<file path="src/rtl/akp_pkg.sv">
// Shared constants, codes and helpers for the analog keypad auto-repeat block.
package akp_pkg;

	// Key codes as reported on the result channel.
	localparam logic [2:0] KEY_NONE   = 3'd0;
	localparam logic [2:0] KEY_RIGHT  = 3'd1;
	localparam logic [2:0] KEY_UP     = 3'd2;
	localparam logic [2:0] KEY_DOWN   = 3'd3;
	localparam logic [2:0] KEY_LEFT   = 3'd4;
	localparam logic [2:0] KEY_SELECT = 3'd5;

	// Report modes.
	localparam logic [1:0] MODE_INSTANT  = 2'd0;
	localparam logic [1:0] MODE_PERIODIC = 2'd1;
	localparam logic [1:0] MODE_RELEASE  = 2'd2;
	localparam logic [1:0] MODE_FAST     = 2'd3;

	// Register indexes on the configuration port.
	localparam logic [2:0] REG_LEVELS     = 3'd0;
	localparam logic [2:0] REG_WINDOW     = 3'd1;
	localparam logic [2:0] REG_REFRESH    = 3'd2;
	localparam logic [2:0] REG_ACTIVATE   = 3'd3;
	localparam logic [2:0] REG_REPEAT     = 3'd4;
	localparam logic [2:0] REG_MIN_REPEAT = 3'd5;
	localparam logic [2:0] REG_MODE       = 3'd6;

	localparam int CFG_W = 50;

	// Reset values of the registers.
	localparam logic [49:0] LEVELS_RST     = {10'd741, 10'd503, 10'd142, 10'd326, 10'd0};
	localparam logic [9:0]  WINDOW_RST     = 10'd15;
	localparam logic [15:0] REFRESH_RST    = 16'd10;
	localparam logic [15:0] ACTIVATE_RST   = 16'd400;
	localparam logic [15:0] REPEAT_RST     = 16'd100;
	localparam logic [15:0] MIN_REPEAT_RST = 16'd20;
	localparam logic [1:0]  MODE_RST       = MODE_FAST;

	// True when the sample lies strictly inside (level - width, level + width).
	function automatic logic in_window(input logic [9:0] sample, input logic [9:0] level,
			input logic [9:0] width);
		logic signed [11:0] s;
		logic signed [11:0] lo;
		logic signed [11:0] hi;
		s  = $signed({2'b00, sample});
		lo = $signed({2'b00, level}) - $signed({2'b00, width});
		hi = $signed({2'b00, level}) + $signed({2'b00, width});
		return (s > lo) && (s < hi);
	endfunction

	// Priority decode: select, left, up, down, right.
	function automatic logic [2:0] decode_key(input logic [9:0] sample,
			input logic [49:0] levels, input logic [9:0] width);
		logic [2:0] k;
		k = KEY_NONE;
		if (in_window(sample, levels[49:40], width)) begin
			k = KEY_SELECT;
		end else if (in_window(sample, levels[39:30], width)) begin
			k = KEY_LEFT;
		end else if (in_window(sample, levels[29:20], width)) begin
			k = KEY_UP;
		end else if (in_window(sample, levels[19:10], width)) begin
			k = KEY_DOWN;
		end else if (in_window(sample, levels[9:0], width)) begin
			k = KEY_RIGHT;
		end
		return k;
	endfunction

endpackage

</file>
<file path="src/rtl/analog_keypad_autorepeat.sv">
// Top level of the resistor-ladder keypad decoder with typematic repeat.
//
//  channel  | handshake              | payload
//  ---------+------------------------+-------------------------------------
//  poll in  | in_valid / in_stall    | now_ms[31:0], adc_sample[9:0]
//  key out  | out_valid / out_stall  | key_valid, key_code[2:0]
//  config   | cfg_wen                | cfg_index[2:0], cfg_wdata[49:0]
//
// A poll request goes from acceptance through S_EVAL and S_DONE to a filled output
// register when no repeat timing is needed. When a held key in fast-scroll mode
// must work out its repeat period, S_DIV1, S_DIV2 and S_CHECK lie in between; the
// bit-serial divider retires one quotient bit per cycle, first for the hold time
// divided by the activation time, then for the repeat time divided by that count.
// The block works on one request at a time; in_stall is high from acceptance until
// the result moves into the output register, which may still hold an earlier
// result that waits on out_stall. Reset is asynchronous and active low; it loads
// the register defaults and clears the history, with no clearing pass.
module analog_keypad_autorepeat
	import akp_pkg::*;
(
	input  logic                clk,
	input  logic                arst_n,
	input  logic                in_valid,
	output logic                in_stall,
	input  logic [31:0]         now_ms,
	input  logic [9:0]          adc_sample,
	output logic                out_valid,
	input  logic                out_stall,
	output logic                key_valid,
	output logic [2:0]          key_code,
	input  logic                cfg_wen,
	input  logic [2:0]          cfg_index,
	input  logic [CFG_W-1:0]    cfg_wdata
);

	localparam logic [2:0] S_IDLE  = 3'd0;
	localparam logic [2:0] S_EVAL  = 3'd1;
	localparam logic [2:0] S_DIV1  = 3'd2;
	localparam logic [2:0] S_DIV2  = 3'd3;
	localparam logic [2:0] S_CHECK = 3'd4;
	localparam logic [2:0] S_DONE  = 3'd5;

	// Configuration registers.
	logic [49:0] levels_q;
	logic [9:0]  window_q;
	logic [15:0] refresh_q;
	logic [15:0] activate_q;
	logic [15:0] repeat_q;
	logic [15:0] min_repeat_q;
	logic [1:0]  mode_q;

	// History kept from one poll to the next.
	logic [2:0]  prev_key_q;
	logic [31:0] last_sample_q;
	logic [31:0] change_time_q;
	logic [31:0] last_repeat_q;

	// Working registers of the current request.
	logic [2:0]  state_q;
	logic [31:0] now_q;
	logic [9:0]  adc_q;
	logic [2:0]  key_q;
	logic        res_valid_q;
	logic [2:0]  res_key_q;

	// Bit-serial divider: dividend shifts out of dq_q as quotient bits shift in.
	logic [31:0] dq_q;
	logic [15:0] rem_q;
	logic [31:0] div_q;
	logic [4:0]  cnt_q;

	// Output register.
	logic        out_valid_q;
	logic        key_valid_q;
	logic [2:0]  key_code_q;

	logic [2:0]  key_dec;
	logic [31:0] sample_due;
	logic        sample_ok;
	logic [15:0] act_eff;
	logic [31:0] held;
	logic        eval_hit;
	logic        eval_div;
	logic [16:0] trial;
	logic        trial_ge;
	logic [15:0] rem_next;
	logic [31:0] dq_next;
	logic [15:0] period;
	logic [31:0] repeat_due;
	logic        out_free;

	assign in_stall  = (state_q != S_IDLE);
	assign out_valid = out_valid_q;
	assign key_valid = key_valid_q;
	assign key_code  = key_code_q;
	assign out_free  = !out_valid_q || !out_stall;

	// Decode and periodic gate, evaluated once per request.
	assign key_dec    = decode_key(adc_q, levels_q, window_q);
	assign sample_due = last_sample_q + {16'd0, refresh_q};
	assign sample_ok  = now_q > sample_due;
	assign act_eff    = (activate_q == 16'd0) ? 16'd1 : activate_q;
	assign held       = now_q - change_time_q;

	// Instant mode always reports; periodic mode reports every fresh sample,
	// and the two history modes only a fresh sample with a changed key.
	assign eval_hit = (mode_q == MODE_INSTANT) ||
		(sample_ok && (mode_q == MODE_PERIODIC || key_dec != prev_key_q));
	// A key held past activation in fast scroll needs its repeat period worked out.
	assign eval_div = (mode_q == MODE_FAST) && sample_ok && (key_dec == prev_key_q) &&
		(key_dec != KEY_NONE) && (held > {16'd0, act_eff});

	// One restoring-division step per cycle.
	assign trial    = {rem_q, dq_q[31]};
	assign trial_ge = {15'd0, trial} >= div_q;
	assign rem_next = trial_ge ? 16'(trial - div_q[16:0]) : trial[15:0];
	assign dq_next  = {dq_q[30:0], trial_ge};

	// Repeat period from the second quotient, floored at the minimum.
	assign period     = (dq_q[15:0] < min_repeat_q) ? min_repeat_q : dq_q[15:0];
	assign repeat_due = last_repeat_q + {16'd0, period};

	always_ff @(posedge clk or negedge arst_n) begin
		if (!arst_n) begin
			levels_q      <= LEVELS_RST;
			window_q      <= WINDOW_RST;
			refresh_q     <= REFRESH_RST;
			activate_q    <= ACTIVATE_RST;
			repeat_q      <= REPEAT_RST;
			min_repeat_q  <= MIN_REPEAT_RST;
			mode_q        <= MODE_RST;
			prev_key_q    <= KEY_NONE;
			last_sample_q <= '0;
			change_time_q <= '0;
			last_repeat_q <= '0;
			state_q       <= S_IDLE;
			res_valid_q   <= 1'b0;
			res_key_q     <= KEY_NONE;
			out_valid_q   <= 1'b0;
			key_valid_q   <= 1'b0;
			key_code_q    <= KEY_NONE;
		end else begin
			if (cfg_wen) begin
				unique case (cfg_index)
					REG_LEVELS:     levels_q     <= cfg_wdata[49:0];
					REG_WINDOW:     window_q     <= cfg_wdata[9:0];
					REG_REFRESH:    refresh_q    <= cfg_wdata[15:0];
					REG_ACTIVATE:   activate_q   <= cfg_wdata[15:0];
					REG_REPEAT:     repeat_q     <= cfg_wdata[15:0];
					REG_MIN_REPEAT: min_repeat_q <= cfg_wdata[15:0];
					REG_MODE:       mode_q       <= cfg_wdata[1:0];
					default: ;
				endcase
			end

			// A finishing request refills the register in the same cycle.
			if (out_valid_q && !out_stall && state_q != S_DONE) begin
				out_valid_q <= 1'b0;
			end

			unique case (state_q)
				S_IDLE: begin
					if (in_valid) begin
						state_q <= S_EVAL;
					end
				end
				S_EVAL: begin
					key_q       <= key_dec;
					res_valid_q <= eval_hit;
					res_key_q   <= eval_hit ? key_dec : KEY_NONE;
					state_q     <= eval_div ? S_DIV1 : S_DONE;
					if (mode_q != MODE_INSTANT && sample_ok) begin
						last_sample_q <= now_q;
						if (mode_q != MODE_PERIODIC && key_dec != prev_key_q) begin
							prev_key_q <= key_dec;
							if (mode_q == MODE_FAST) begin
								// A key change, releases included, restarts the hold timer.
								last_repeat_q <= '0;
								change_time_q <= now_q;
							end
						end
					end
					if (eval_div) begin
						// Held past activation: count whole activation intervals.
						dq_q  <= held;
						div_q <= {16'd0, act_eff};
						rem_q <= '0;
						cnt_q <= 5'd31;
					end
				end
				S_DIV1: begin
					if (cnt_q == 5'd0) begin
						// The interval count becomes the divisor of the repeat time.
						div_q   <= dq_next;
						dq_q    <= {repeat_q, 16'd0};
						rem_q   <= '0;
						cnt_q   <= 5'd15;
						state_q <= S_DIV2;
					end else begin
						dq_q  <= dq_next;
						rem_q <= rem_next;
						cnt_q <= cnt_q - 5'd1;
					end
				end
				S_DIV2: begin
					dq_q  <= dq_next;
					rem_q <= rem_next;
					if (cnt_q == 5'd0) begin
						state_q <= S_CHECK;
					end else begin
						cnt_q <= cnt_q - 5'd1;
					end
				end
				S_CHECK: begin
					if (now_q > repeat_due) begin
						last_repeat_q <= now_q;
						res_valid_q   <= 1'b1;
						res_key_q     <= key_q;
					end
					state_q <= S_DONE;
				end
				S_DONE: begin
					if (out_free) begin
						out_valid_q <= 1'b1;
						key_valid_q <= res_valid_q;
						key_code_q  <= res_key_q;
						state_q     <= S_IDLE;
					end
				end
				default: state_q <= S_IDLE;
			endcase
		end
	end

	// Input capture; payload registers need no reset.
	always_ff @(posedge clk) begin
		if (in_valid && !in_stall) begin
			now_q <= now_ms;
			adc_q <= adc_sample;
		end
	end

	// A new result appears only when a request has finished.
	a_out_from_done: assert property (@(posedge clk) disable iff (!arst_n)
		$rose(out_valid) |-> $past(state_q == S_DONE))
		else $error("result appeared without a finished request");

	// A wait result always carries the no-key code.
	a_wait_is_none: assert property (@(posedge clk) disable iff (!arst_n)
		(out_valid && !key_valid) |-> (key_code == KEY_NONE))
		else $error("wait result carries a key code");

	// The repeat period quotient never exceeds the repeat time it came from.
	a_quotient_bound: assert property (@(posedge clk) disable iff (!arst_n)
		(state_q == S_CHECK) |-> (dq_q[31:16] == 16'd0 && dq_q[15:0] <= repeat_q))
		else $error("repeat period quotient out of range");

	// The remembered key is always a real code.
	a_prev_key_code: assert property (@(posedge clk) disable iff (!arst_n)
		prev_key_q <= KEY_SELECT)
		else $error("remembered key holds an unused code");

endmodule

</file>
<file path="config.mk">
export PLATFORM = sky130hd
export DESIGN_NAME = analog_keypad_autorepeat
export DESIGN_NICKNAME = d
export VERILOG_FILES = /design/src/rtl/akp_pkg.sv /design/src/rtl/analog_keypad_autorepeat.sv
export SDC_FILE = /design/constraint.sdc
export NUM_CORES = 1
export LEC_CHECK = 0
export BUFFER_PORTS_ARGS = -buffer_cell sky130_fd_sc_hd__buf_2
export CAP_MARGIN = 0
export CORE_AREA = 2 2 264 266
export DETAILED_ROUTE_END_ITERATION = 8
export DIE_AREA = 0 0 266 268
export GPL_ROUTABILITY_DRIVEN = 1
export SKIP_LAST_GASP = 1
export SLEW_MARGIN = 20
export SYNTH_ARGS = -nofsm -noshare
export SYNTH_HDL_FRONTEND = slang
export SYNTH_SLANG_ARGS = --single-unit
</file>
<file path="constraint.sdc">
create_clock -name clk -period 10.14 [get_ports clk]
set_clock_uncertainty 0.2 [all_clocks]
set_input_delay 0.507 -clock clk [delete_from_list [all_inputs] [get_ports clk]]
set_output_delay 0.507 -clock clk [all_outputs]
set_load 0.05 [all_outputs]
</file>
## Word-level counts from Yosys, hierarchy flattened

Cells that the tools add are included.

- Flip-flop bits (word level): 367
- Bits of input ports: 100
- Output and inout port bits: 6
- Logic and storage cells: 171

- Multiplexer cells: 40
- Reductions and logical operators: 50
- Add/sub/neg operators: 15
- Eq/ne operators: 27
- Magnitude comparators: 15

Operators by type and width:

| operator | count |
|---|---|
| 32-bit two-way mux | 8 |
| 32-bit case mux with 2 select lines | 2 |
| 32-bit case mux with 3 select lines | 1 |
| 16-bit two-way mux | 5 |
| 32-bit by 16-bit adder with 32-bit output | 2 |
| 32-bit greater-than comparator | 2 |
| 10-bit by 10-bit adder with 11-bit output | 5 |
| 11-bit greater-than comparator | 5 |
| 10-bit by 11-bit < comparator with 1-bit output | 5 |
| 10-bit by 10-bit subtractor with 11-bit output | 5 |
| 16-bit case mux with 3 select lines | 1 |
| 17-bit by 32-bit >= comparator with 1-bit output | 1 |
| 32-bit by 16-bit greater-than comparator with 1-bit output | 1 |
| 32-bit subtractor | 1 |
| 3-bit two-way mux | 9 |
| 2-bit AND reduction | 11 |
| 2-bit inequality test (second input constant) | 10 |
| 3-bit case mux with 6 select lines | 1 |
| 16-bit logical NOT | 1 |
| 16-bit < comparator | 1 |
| 4-bit AND reduction | 4 |
| 16-bit subtractor | 1 |
| 3-bit == test (second input constant) | 5 |
| 1-bit logical AND | 15 |
| other kinds (24) | 45 |

## Logic depth before layout (Yosys ltp)

- Depth in word-level cells: 14
- Depth in mapped cells: 39

## Worst setup path after synthesis

OpenSTA, ideal clock, no wires.

- Path kind: register to register
- From: register refresh_q[0]
- To: register dq_q[0] (enable)
- Stages on the path, launching flop included: 24
- Slack: 2.384 ns
- Period minus slack after synthesis: 7.756 ns
- Arrival time: 7.087 ns
- Required time: 9.470 ns
- Path buffers: 0
- Cells stage by stage: dfrtp_1 ha_1 fa_1 a21o_1 a21oi_1 o21bai_1 a21oi_1 o21ba_2 o21ai_0 o41ai_1 o2111ai_1 a21oi_1 nor2b_1 xnor2_1 ha_1 a21o_1 a21oi_1 a21o_1 a21o_1 a31o_2 a211o_1 a211oi_2 nand3_1 a21oi_1

- Cells in the longest elaborated chain, start to end: 8

Ends and longest elaborated chain:

| item | RTL line | source |
|---|---|---|
| from (decl) | analog_keypad_autorepeat.sv:46 | `logic [15:0] refresh_q;` |
| from (signal assigned) | analog_keypad_autorepeat.sv:147 | `REG_REFRESH: refresh_q <= cfg_wdata[15:0];` |
| 32-bit by 16-bit adder with 32-bit output | analog_keypad_autorepeat.sv:100 | `assign sample_due = last_sample_q + {16'd0, refresh_q};` |
| 32-bit greater-than comparator | analog_keypad_autorepeat.sv:101 | `assign sample_ok = now_q > sample_due;` |
| 1-bit logical AND (3 in series) | analog_keypad_autorepeat.sv:110 | `assign eval_div = (mode_q == MODE_FAST) && sample_ok && (key_dec == prev_key_q) &&` |
| 1-bit logical AND | analog_keypad_autorepeat.sv:111 | `(key_dec != KEY_NONE) && (held > {16'd0, act_eff});` |
| 2-bit inequality test (no line) | -- |  |
| 3-bit AND reduction (no line) | -- |  |
| to (signal assigned) | analog_keypad_autorepeat.sv:185 | `dq_q <= held;` |
| to (signal assigned) | analog_keypad_autorepeat.sv:195 | `dq_q <= {repeat_q, 16'd0};` |
| to (signal assigned) | analog_keypad_autorepeat.sv:200 | `dq_q <= dq_next;` |
| to (decl) | analog_keypad_autorepeat.sv:67 | `logic [31:0] dq_q;` |

Every way passes these cells.
A chain may end at the register's enable or synchronous reset.

## Final worst setup path

- From: register min_repeat_q[2]
- To: register last_repeat_q[18]

- Cells in the longest elaborated chain, start to end: 6

Ends and longest elaborated chain:

| item | RTL line | source |
|---|---|---|
| from (decl) | analog_keypad_autorepeat.sv:49 | `logic [15:0] min_repeat_q;` |
| from (signal assigned) | analog_keypad_autorepeat.sv:150 | `REG_MIN_REPEAT: min_repeat_q <= cfg_wdata[15:0];` |
| 16-bit < comparator | analog_keypad_autorepeat.sv:120 | `assign period = (dq_q[15:0] < min_repeat_q) ? min_repeat_q : dq_q[15:0];` |
| 16-bit two-way mux * | analog_keypad_autorepeat.sv:120 |  |
| 32-bit by 16-bit adder with 32-bit output * | analog_keypad_autorepeat.sv:121 | `assign repeat_due = last_repeat_q + {16'd0, period};` |
| 32-bit greater-than comparator * | analog_keypad_autorepeat.sv:215 | `if (now_q > repeat_due) begin` |
| 2-bit inequality test (no line) * | -- |  |
| 5-bit AND reduction (no line) * | -- |  |
| to (signal assigned) | analog_keypad_autorepeat.sv:216 | `last_repeat_q <= now_q;` |
| to (decl) | analog_keypad_autorepeat.sv:56 | `logic [31:0] last_repeat_q;` |

Every way passes the cells marked *; elsewhere a longest branch is shown, timed or not.

==> flow_metrics.tcl <==
set metrics [dict create \
    slowest_delay_ps 650 \
    nets 3400 \
    maxCapViolCount 0 \
    met3_usage 0.0308 \
    hold_path_class "in -> reg" \
    cp.required_ps 10400 \
    synth_seq_cells 367 \
    clk_path_buf_depth 3 \
    pre_cts_ws_ps 1970 \
    relSlewSlack 0.352 \
    cts_setup_buffers 0 \
    grt_use_met2 0.357 \
    grt_pass1_vias 21424 \
    placed_cells 3674 \
    slowest_stage "a21boi_4" \
    vdd_ir_drop_max_uv 139 \
    crit_buf_inv 4 \
    top_usage_layer "met2" \
    fin_crit_ps 8300 \
    grt_max_degree 68 \
    power.leakage_uw 0.0137 \
    ys.warnings.count 0 \
    post-route-period-util 0.818 \
    worstMarginPinSlew_ps 967 \
    routed_wl_um 76200 \
    synth_most_common_cell "ha_1" \
    cts_tree "yes" \
    cts_max_level 2 \
    vias 21127 \
    area_growth_pct 14.3 \
    first_pass_iters 5 \
    crit_arrival_ps 8560 \
    dieArea_sq_um 71300 \
    wl_per_cell_um 19.9 \
    status "finished, final reports clean" \
    path_class "reg -> reg" \
    cp_top_family "compound AO/OA/AOI/OAI gates" \
    setup_ws_ps 1840 \
    synth_cells 2734 \
    end_kind "flip-flop" \
    synth_top_area_cell "dfrtp_1" \
    die_h_um 268 \
    clkTransAtPathRegs_ps 60 \
    met1_usage 0.280 \
    grtUsageTotal 0.215 \
    final_layout_size_suffix_gt1_frac 0.167 \
    numPortBuffers 105 \
    numCtsBuffers 43 \
    cts_resized 0 \
    dr.first_iter.drc_count 1322 \
    fmax_mhz 121 \
    critPathMaxFanout 34 \
    grt_pass1_wl_um 119000 \
    fin_setup_tns_ps 0 \
    io_pins 106 \
    powerDensity_nw_per_um2 281 \
    ys_top_cells_by_count "ha_1, nand2_1, mux2_2" \
    clkLatencyLatePin_ps 600 \
    hold_ws_ps 67.6 \
    gp_congestion 0.925 \
    antenna_found_initial 1 \
    synth_enable_flop_cells 130 \
    crit_top_cell "a21o_1" \
    initial_core_util 0.399 \
    p_total_uw 8740 \
    drc_errors 0 \
    synth_cell_type_count 84 \
    synthArstFlopShare 0.646 \
    finalHoldViolCount 0 \
    rsz0062_at_grt "no" \
    ys_top_cells_by_area "dfrtp_1, ha_1, edfxtp_1" \
    core_sq_um 68200 \
    ant_nets 0 \
    clock-sinks 367 \
    setup_viol 0 \
    stdcell_count 3832 \
    die-width_um 266 \
    synth_fp_nets 3219 \
    grt_overflow 0 \
    num_rows 96 \
    hpwlAfterDp_um 58000 \
    ys_dominant_reg_cell "dfrtp_1" \
    synth_top_area_frac 0.183 \
    vias_per_cell 5.51 \
    yosysSeqAreaShare 0.363 \
    crit_path_start_kind "flip-flop" \
    root_buffer "clkbuf_16" \
    drv_slew 0 \
    synth_area_sq_um 27200 \
    syn_avg_cell_area_sq_um 9.95 \
]
power by group:
group          switching [uW]  total (uW)  internal, uW
sequential                332        2300          1960
clock                     681        1630           946
combinational            2710        4820          2110
kinds of logic after synthesis:
group | count (synthesis) | share of synthesized area
flip-flops | 367 | 0.363
AND/OR/NAND/NOR | 675 | 0.119
adder cells (fa/ha/maj) | 385 | 0.181
buffers and inverters | 271 | 0.0378
AO/OA/AOI/OAI | 641 | 0.152
XOR/XNOR | 168 | 0.0541
multiplexers | 227 | 0.0928
worst paths after layout:
kind / endpoint / startpoint / slack, ps / depth (start not counted)
max: last_repeat_q[18] / min_repeat_q[2] / 1840 / 36
min: levels_q[19] / cfg_wdata[19] / 70 / 2
max reg2reg: last_repeat_q[18] / min_repeat_q[2] / 1840 / 36
min reg2reg: last_repeat_q[14] / last_repeat_q[14] / 290 / 2
max in group asynchronous: activate_q[6] / arst_n / 8140 / 3
min in group asynchronous: last_sample_q[17] / arst_n / 230 / 2
cells in the final DEF, fill, tap and decap left out, types with 125 or more instances in the layout:
master,instances
a21oi_1,183
edfxtp_1,130
xnor2_1,125
nor2_1,163
inv_1,197
nand2_1,218
ha_1,371
mux2_2,200
dfrtp_1,199
o21ai_0,151
flip-flops by register name, indices dropped and copies added (netlist names), 5 cells and up:
signal / cells
activate_q: 16
levels_q: 50
last_sample_q: 32
rem_q: 16
refresh_q: 16
repeat_q: 16
min_repeat_q: 16
cnt_q: 5
dq_q: 32
change_time_q: 32
now_q: 32
window_q: 10
div_q: 32
adc_q: 10
last_repeat_q: 32
cell type report:
cell class / count / area [sq um]
clock inverter: 25 / 240
sequential: 367 / 9880
timing repair buffer: 210 / 1530
fill: 6405 / 37100
clock buffer: 54 / 1230
antenna: 1 / 2.50
tap: 882 / 1100
inverter: 197 / 739
multi-input combinational: 2096 / 16400
routing by layer:
layer	part of all wire	wire length (um)
met5	0	0
met4	0.042	3240
met3	0.043	3250
met2	0.46	35200
met1	0.45	34500
timing repair:
action / in CTS / in global routing
hold endpoints to repair: 129 / 0
endpoints found under the setup margin: 0 / 0
hold buffers: 77 / 0
stage by stage:
| step | cell area [sq um] | util |
|---|---|---|
| final | 31100 | 0.456 |
| after global routing | 31100 | 0.456 |
| after CTS | 31100 | 0.455 |
| after detailed placement | 28800 | 0.422 |
| after global placement | 28800 | 0.422 |
| after floorplan | 27200 | - |
Note: power is estimated with default switching activity, not from simulation.
